===== src/hdl/wfbs_pkg.sv =====
// Shared types, opcodes and constants for the wire field byte serializer
package wfbs_pkg;

  localparam int unsigned ADDR_WIDTH_DEF = 16;
  localparam logic [16:0] CAP_RESET      = 17'h10000;

  localparam logic [7:0] VAL7      = 8'h7f;
  localparam logic [7:0] CONT      = 8'h80;
  localparam int unsigned SHIFT7   = 7;
  localparam int unsigned SHIFT8   = 8;

  // byte index of the final byte for each encoding
  localparam logic [3:0] VARINT_LAST_STEP = 4'd9;
  localparam logic [3:0] FIX16_LAST       = 4'd1;
  localparam logic [3:0] FIX32_LAST       = 4'd3;
  localparam logic [3:0] FIX64_LAST       = 4'd7;

  // register select (paddr bit 2)
  localparam logic REG_CAPACITY = 1'b0;

  typedef enum logic [3:0] {
    OP_RAW      = 4'd0,
    OP_BOOL     = 4'd1,
    OP_VARINT32 = 4'd2,
    OP_VARINT64 = 4'd3,
    OP_INT32    = 4'd4,
    OP_FIXED16  = 4'd5,
    OP_FIXED32  = 4'd6,
    OP_FIXED64  = 4'd7,
    OP_SKIP     = 4'd8,
    OP_RESTART  = 4'd9
  } op_t;

  typedef struct packed {
    logic load;  // take the input item into the datapath
    logic step;  // produce one result into the output register
  } dp_cmd_t;

  typedef struct packed {
    logic slot_free;  // output register empty or being taken
    logic step_last;  // the next result closes the item
  } dp_stat_t;

  function automatic logic op_known(logic [3:0] c);
    return c <= OP_RESTART;
  endfunction

endpackage


===== src/hdl/wfbs_ctrl.sv =====
// Sequencer: accepts items and paces result production
module wfbs_ctrl (
  input  logic               clk,
  input  logic               rst,
  input  logic               in_valid,
  input  logic [3:0]         command,
  output logic               in_ready,
  input  wfbs_pkg::dp_stat_t stat,
  output wfbs_pkg::dp_cmd_t  cmd
);

  typedef enum logic [1:0] {
    S_IDLE = 2'b01,
    S_EMIT = 2'b10
  } state_t;

  state_t state, state_next;
  logic   step;
  logic   accept;

  assign step     = (state == S_EMIT) && stat.slot_free;
  // next item may enter alongside the final result of the current one
  assign in_ready = (state == S_IDLE) || (step && stat.step_last);
  assign accept   = in_valid && in_ready;
  assign cmd.step = step;
  assign cmd.load = accept && wfbs_pkg::op_known(command);

  always_comb begin
    state_next = state;
    unique case (state)
      S_IDLE: begin
        if (cmd.load) state_next = S_EMIT;
      end
      S_EMIT: begin
        if (step && stat.step_last) state_next = cmd.load ? S_EMIT : S_IDLE;
      end
      default: state_next = S_IDLE;
    endcase
  end

  always_ff @(posedge clk) begin
    if (rst) begin
      state <= S_IDLE;
    end else begin
      state <= state_next;
    end
  end

endmodule


===== src/hdl/wfbs_dp.sv =====
// Datapath: operand shifter, write position and the result register
module wfbs_dp #(
  parameter int unsigned ADDR_WIDTH = wfbs_pkg::ADDR_WIDTH_DEF
) (
  input  logic               clk,
  input  logic               rst,
  input  wfbs_pkg::dp_cmd_t  cmd,
  output wfbs_pkg::dp_stat_t stat,
  input  logic [3:0]         command,
  input  logic [63:0]        value,
  input  logic [16:0]        capacity,
  input  logic               out_ready,
  output logic               out_valid,
  output logic [7:0]         out_byte,
  output logic [15:0]        byte_address,
  output logic               byte_written,
  output logic               out_of_space,
  output logic [16:0]        space_left,
  output logic               last
);

  localparam bit          ClampOn  = (ADDR_WIDTH < 17);
  localparam logic [16:0] CapLim   = ClampOn ? 17'(64'd1 << ADDR_WIDTH) : '1;
  localparam logic [15:0] AddrMask = (ADDR_WIDTH >= 16) ? 16'hffff
                                   : 16'((64'd1 << ADDR_WIDTH) - 64'd1);

  logic [3:0]  op;
  logic [63:0] sh;
  logic [3:0]  k;
  logic [16:0] pos;

  logic [16:0] eff_cap;
  logic        is_varint;
  logic        last_now;
  logic [7:0]  byte_val;
  logic        full;
  logic [16:0] room;
  logic        skip_over;
  logic [63:0] load_val;

  logic [16:0] pos_n;
  logic [7:0]  res_byte;
  logic [15:0] res_addr;
  logic        res_written;
  logic        res_oos;
  logic [16:0] space_n;

  assign eff_cap = (ClampOn && (capacity > CapLim)) ? CapLim : capacity;

  assign is_varint = (op == wfbs_pkg::OP_VARINT32) || (op == wfbs_pkg::OP_VARINT64) ||
                     (op == wfbs_pkg::OP_INT32);

  always_comb begin
    unique case (op)
      wfbs_pkg::OP_VARINT32, wfbs_pkg::OP_VARINT64, wfbs_pkg::OP_INT32:
        last_now = (sh[63:7] == '0) || (k == wfbs_pkg::VARINT_LAST_STEP);
      wfbs_pkg::OP_FIXED16: last_now = (k == wfbs_pkg::FIX16_LAST);
      wfbs_pkg::OP_FIXED32: last_now = (k == wfbs_pkg::FIX32_LAST);
      wfbs_pkg::OP_FIXED64: last_now = (k == wfbs_pkg::FIX64_LAST);
      default:              last_now = 1'b1;
    endcase
  end

  // varint groups other than the final one carry the continuation bit
  assign byte_val  = (is_varint && !last_now) ? ((sh[7:0] & wfbs_pkg::VAL7) | wfbs_pkg::CONT)
                                              : sh[7:0];
  assign full      = (pos >= eff_cap);
  assign room      = full ? 17'd0 : (eff_cap - pos);
  assign skip_over = (sh[63:17] != '0) || (sh[16:0] > room);

  always_comb begin
    res_addr    = pos[15:0] & AddrMask;
    res_byte    = 8'd0;
    res_written = 1'b0;
    res_oos     = 1'b0;
    pos_n       = pos;
    unique case (op)
      wfbs_pkg::OP_SKIP: begin
        res_oos = skip_over;
        if (skip_over) begin
          pos_n = full ? pos : eff_cap;
        end else begin
          pos_n = pos + sh[16:0];
        end
      end
      wfbs_pkg::OP_RESTART: begin
        res_addr = 16'd0;
        pos_n    = 17'd0;
      end
      default: begin
        if (full) begin
          res_oos = 1'b1;
        end else begin
          res_byte    = byte_val;
          res_written = 1'b1;
          pos_n       = pos + 17'd1;
        end
      end
    endcase
  end

  assign space_n = (pos_n < eff_cap) ? (eff_cap - pos_n) : 17'd0;

  always_comb begin
    unique case (command)
      wfbs_pkg::OP_VARINT32: load_val = {32'd0, value[31:0]};
      wfbs_pkg::OP_INT32:    load_val = {{32{value[31]}}, value[31:0]};
      wfbs_pkg::OP_BOOL:     load_val = {63'd0, |value};
      default:               load_val = value;
    endcase
  end

  assign stat.slot_free = !out_valid || out_ready;
  assign stat.step_last = last_now;

  // operand registers: a load overrides the shift of the item just finishing
  always_ff @(posedge clk) begin
    if (cmd.load) begin
      op <= command;
      sh <= load_val;
      k  <= 4'd0;
    end else if (cmd.step) begin
      sh <= is_varint ? (sh >> wfbs_pkg::SHIFT7) : (sh >> wfbs_pkg::SHIFT8);
      k  <= k + 4'd1;
    end
  end

  always_ff @(posedge clk) begin
    if (rst) begin
      pos       <= 17'd0;
      out_valid <= 1'b0;
    end else begin
      if (cmd.step) begin
        pos       <= pos_n;
        out_valid <= 1'b1;
      end else if (out_ready) begin
        out_valid <= 1'b0;
      end
    end
  end

  always_ff @(posedge clk) begin
    if (cmd.step) begin
      out_byte     <= res_byte;
      byte_address <= res_addr;
      byte_written <= res_written;
      out_of_space <= res_oos;
      space_left   <= space_n;
      last         <= last_now;
    end
  end

endmodule


===== src/hdl/wire_field_byte_serializer_top.sv =====
// Top level: serializes commanded values into addressed buffer bytes.
//
// Input channel (in_valid/in_ready) takes one item: a command and a 64-bit
// value. Output channel (out_valid/out_ready) gives one item per byte, with
// its buffer address, written/dropped flags, space left and a last marker.
// Raw byte, bool, skip and restart give one result; fixed16/32/64 give 2, 4
// or 8; varints give 1 to 10 (a negative int32 always 10). Unknown commands
// are taken and give nothing.
// The item enters the operand registers when accepted; each result is then
// registered in the output register, one result per cycle while out_ready
// does not stall; the next item is accepted together with the final result
// of the current one.
// A stall on out_ready holds the output register and the sequencer; the
// input channel stays closed until the item's final result enters the
// output register.
// Reset clears the write position, empties the output register and sets
// capacity to 65536. Capacity is written over the APB port at byte
// address 0 by the user only while the block is idle; nothing enforces it.
module wire_field_byte_serializer_top #(
  parameter int unsigned ADDR_WIDTH = wfbs_pkg::ADDR_WIDTH_DEF
) (
  input  logic        clk,
  input  logic        rst,
  input  logic        in_valid,
  output logic        in_ready,
  input  logic [3:0]  command,
  input  logic [63:0] value,
  output logic        out_valid,
  input  logic        out_ready,
  output logic [7:0]  out_byte,
  output logic [15:0] byte_address,
  output logic        byte_written,
  output logic        out_of_space,
  output logic [16:0] space_left,
  output logic        last,
  input  logic        psel,
  input  logic        penable,
  input  logic        pwrite,
  input  logic [2:0]  paddr,
  input  logic [31:0] pwdata,
  output logic [31:0] prdata,
  output logic        pready
);

  logic [16:0]        capacity;
  logic               cfg_we;
  wfbs_pkg::dp_cmd_t  cmd;
  wfbs_pkg::dp_stat_t stat;

  assign pready = 1'b1;
  assign cfg_we = psel && penable && pwrite && pready &&
                  (paddr[2] == wfbs_pkg::REG_CAPACITY);
  assign prdata = (paddr[2] == wfbs_pkg::REG_CAPACITY) ? {15'd0, capacity} : 32'd0;

  always_ff @(posedge clk) begin
    if (rst) begin
      capacity <= wfbs_pkg::CAP_RESET;
    end else if (cfg_we) begin
      capacity <= pwdata[16:0];
    end
  end

  wfbs_ctrl u_ctrl (
    .clk      (clk),
    .rst      (rst),
    .in_valid (in_valid),
    .command  (command),
    .in_ready (in_ready),
    .stat     (stat),
    .cmd      (cmd)
  );

  wfbs_dp #(
    .ADDR_WIDTH (ADDR_WIDTH)
  ) u_dp (
    .clk          (clk),
    .rst          (rst),
    .cmd          (cmd),
    .stat         (stat),
    .command      (command),
    .value        (value),
    .capacity     (capacity),
    .out_ready    (out_ready),
    .out_valid    (out_valid),
    .out_byte     (out_byte),
    .byte_address (byte_address),
    .byte_written (byte_written),
    .out_of_space (out_of_space),
    .space_left   (space_left),
    .last         (last)
  );

endmodule


===== config.mk =====
export PLATFORM = sky130hd
export DESIGN_NAME = wire_field_byte_serializer_top
export DESIGN_NICKNAME = d
export VERILOG_FILES = /design/src/hdl/wfbs_pkg.sv /design/src/hdl/wfbs_ctrl.sv /design/src/hdl/wfbs_dp.sv /design/src/hdl/wire_field_byte_serializer_top.sv
export SDC_FILE = /design/constraint.sdc
export NUM_CORES = 1
export LEC_CHECK = 0
export ABC_AREA = 1
export BUFFER_PORTS_ARGS = -buffer_cell sky130_fd_sc_hd__buf_4
export CAP_MARGIN = 20
export CELL_PAD_IN_SITES_DETAIL_PLACEMENT = 1
export CELL_PAD_IN_SITES_GLOBAL_PLACEMENT = 2
export CORE_MARGIN = 5
export CORE_UTILIZATION = 29
export DETAILED_ROUTE_END_ITERATION = 10
export MAX_ROUTING_LAYER = met4
export PLACE_DENSITY = 0.89
export SLEW_MARGIN = 20
export SYNTH_ARGS = -nofsm -noshare
export SYNTH_HDL_FRONTEND = slang
export SYNTH_SLANG_ARGS = --single-unit

===== constraint.sdc =====
create_clock -name clk -period 6.4 [get_ports clk]
set_input_delay 1.28 -clock clk [delete_from_list [all_inputs] [get_ports clk]]
set_output_delay 1.28 -clock clk [all_outputs]
set_load 0.02 [all_outputs]

==> flow_metrics.tcl <==
set metrics [dict create \
    outcome "complete, no violations" \
    worstSkewPairLatency_ns 0.47 \
    finalHoldViolCount 0 \
    rsz0062_at_grt "yes" \
    reg2reg_depth 45 \
    drt_first_pass_iters 4 \
    antenna_found_initial 0 \
    drtIter0Drc 666 \
    cts_root_buffer "clkbuf_16" \
    start_util 0.294 \
    die_area_um2 44400 \
    async_reset_ff_frac 0 \
    reg2reg_from "capacity[10]" \
    clockBufferDepth 2 \
    io_pins 189 \
    ir_drop_v 0.000243 \
    ys_types 48 \
    routed_wl_mm 43.3 \
    clock_skew_ns 0.0185 \
    track_usage 0.193 \
    rows 73 \
    dpl.hpwl_mm 33.1 \
    hold_buffers 0 \
    clock_sinks 153 \
    ff2ff_setup_slack_ns 0.26 \
    die_w_um 211 \
    synth_edf_count 112 \
    p_per_area_nw_per_um2 385 \
    fin_crit_sh 0.959 \
    max_stage_delay_ns 0.33 \
    critPathLaunch "capacity[10]" \
    crit_type "reg2reg" \
    grt_pass1_vias 12400 \
    combPwrFrac 0.546 \
    cts.clk_slew.worst_paths_ns 0.07 \
    ant_nets 0 \
    cp-start-kind "flop" \
    yosys_warnings 0 \
    p_seq_frac 0.286 \
    period_minus_slack_ns 6.14 \
    power_mw 5.79 \
    n_antenna_cell 0 \
    crit_end "u_dp.space_left[11]" \
    cts_tree "done" \
    fin_util 0.378 \
    die_height_um 211 \
    worstMarginPinSlew_ns 1.06 \
    synthFlopType "edfxtp_1" \
    hold-worst-slack_ns 0.476 \
    yosysSeqAreaShare 0.358 \
    p_sw_mw 2.56 \
    internal_power_mw 3.22 \
    grt-ovfl-total 0 \
    relSlewSlack 0.289 \
    grt_pass1_wl_mm 66.0 \
    setup_viol 0 \
    critPathRequiredTime_ns 6.71 \
    power.leakage_nw 6.65 \
    syn_inst 1623 \
    crit_arrival_ns 6.45 \
    crit_top_cell "nand2_1" \
    clkPwrFrac 0.169 \
    cts_buffers 17 \
    end_kind "flop" \
    fillers 4936 \
    grt_max_degree 78 \
    remaining_drc_errors 0 \
    fmax_mhz 163 \
    gp_congestion 0.881 \
    slowest_stage "dfxtp_2" \
    maxCapViolCount 0 \
    worstHoldPathType "reg2reg" \
    routed-via-count 12000 \
    nets 2025 \
    worstPathMaxFanout 7 \
    wl_per_cell_um 18.2 \
    h-tree-depth 4 \
    syn_to_final_growth_pct 28.8 \
    slew_viol_final 0 \
    io_buffers 155 \
    dp.cells 2333 \
    avgSynthCellArea_um2 7.19 \
    switching_share 0.443 \
    final_cells 2378 \
    ys_ff_latch 153 \
    drive_above_1_share 0.238 \
    via_per_inst 5.05 \
    core_um2 39700 \
    worst_r2r_endpoint "u_dp.space_left[11]" \
    synthesis.area_um2 11700 \
]
## logic make-up (layout without fill, tap and decap cells)
family	Yosys count	in the layout	share of synthesized area
compound gates	332	332	0.154
xor+xnor	34	34	0.0255
fa+ha+maj	75	75	0.0823
buf+inv	269	485	0.0977
flops	153	153	0.358
other cells	2	16	0.000643
simple gates	758	758	0.282
## layout make-up
class / instances / area [µm²] / share of cell area
Tap cell: 525 / 657 / 0.0437
Inverter: 191 / 721 / 0.0479
Sequential cell: 153 / 4190 / 0.278
Multi-Input combinational cell: 1215 / 6930 / 0.461
Clock buffer: 22 / 444 / 0.0295
Clock inverter: 10 / 97.6 / 0.00649
Timing Repair Buffer: 262 / 2000 / 0.133
## registers in the layout, summed over array words and instances (netlist names)
name,count
u_dp.space_left,17
u_dp.sh,64
u_dp.byte_written,1
u_dp.out_byte,8
u_dp.k,4
u_dp.out_valid,1
capacity,17
u_dp.pos,17
u_dp.last,1
u_dp.byte_address,16
u_dp.op,4
u_dp.out_of_space,1
u_ctrl.state,2
## cell usage in the layout, fill, tap and decap left out, types with 28 or more instances in the layout
master    instances
a21oi_1          90
buf_4           253
dfxtp_1          40
edfxtp_1        112
ha_1             47
inv_1           174
nand2_1         306
nand3_1         135
nor2_1          171
o21ai_0         120
o21ai_1          35
or2_2            38
xor2_1           28
## power by group through the flow
stage | sequential [mW] | clock [mW] | combinational, mW
2_1_floorplan | 1.63 | 0 | 1.87
3_3_place_gp | 1.67 | 0 | 2.74
3_5_place_dp | 1.67 | 0 | 2.86
4_1_cts | 1.65 | 0.988 | 2.89
5_1_grt | 1.68 | 1.03 | 3.53
6_report | 1.65 | 0.975 | 3.16
## critical path, delay by kind of cell (launching register included)
family | cells | cell delay, ns
and+or+nand+nor | 28 | 3.13
buffers and inverters | 13 | 1.58
adders and majority gates | 3 | 0.79
DFF | 1 | 0.33
AOI/OAI and AO/OA | 1 | 0.13
## how the worst min path moves through the flow
stage / from / to / slack (ns) / depth (start not counted)
after detailed placement: u_dp.out_valid / u_dp.out_valid / 0.50 / 2
after global placement: u_dp.out_valid / u_dp.out_valid / 0.49 / 2
after CTS: u_dp.out_valid / u_dp.out_valid / 0.50 / 2
final: capacity[10] / capacity[10] / 0.48 / 2
after global routing: capacity[10] / capacity[10] / 0.52 / 2
after floorplan: capacity[10] / capacity[10] / 0.46 / 2
## per-layer routing
metal / routed length [µm] / track usage / vias up
li1: - / - / 5855
met1: 18000 / 0.226 / 5808
met2: 22500 / 0.338 / 257
met3: 1440 / 0.0279 / 78
met4: 1370 / 0.0689 / 0
met5: 0 / - / -
## cell usage after synthesis (3+ instances only)
cell	number	area, µm²
nand2_1	321	1200
nor2_1	187	702
inv_1	186	698
nand3_1	139	696
o21ai_0	128	641
edfxtp_1	112	3360
a21oi_1	106	531
ha_1	72	901
dfxtp_1	41	821
clkbuf_1	39	146
or2_2	38	238
o21ai_1	33	165
xor2_1	28	245
a31oi_1	26	163
buf_4	24	180
nand4_1	19	119
nor3_1	18	90.1
nor4_1	15	93.8
a21o_1	10	75.1
and2_1	9	56.3
o211ai_1	9	67.6
buf_2	8	40.0
xnor2_1	6	52.6
buf_6	4	45.0
o21bai_1	4	30.0
a21boi_0	3	22.5
buf_1	3	11.3
fa_1	3	60.1
inv_2	3	11.3
o31ai_1	3	22.5
or2_1	3	18.8
## through the flow
step | setup WS, ns | TNS, ns | area, µm²
after global routing | -0.122 | -1.58 | 15000
after detailed placement | -0.0426 | -0.0798 | 13800
final | 0.262 | 0 | 15000
after floorplan | 0.504 | 0 | 11700
after global placement | 0.0933 | 0 | 13800
after CTS | 0.00953 | 0 | 14400
## repair_timing
item / in CTS / in global routing
pin swaps: 0 / 32
gates cloned: 0 / 3
resized for setup: 2 / 136
hold endpoints to repair: 0 / 0
buffers inserted: 0 / 9
setup endpoints to repair: 3 / 17
No activity file was read; power rests on OpenSTA's default activity.
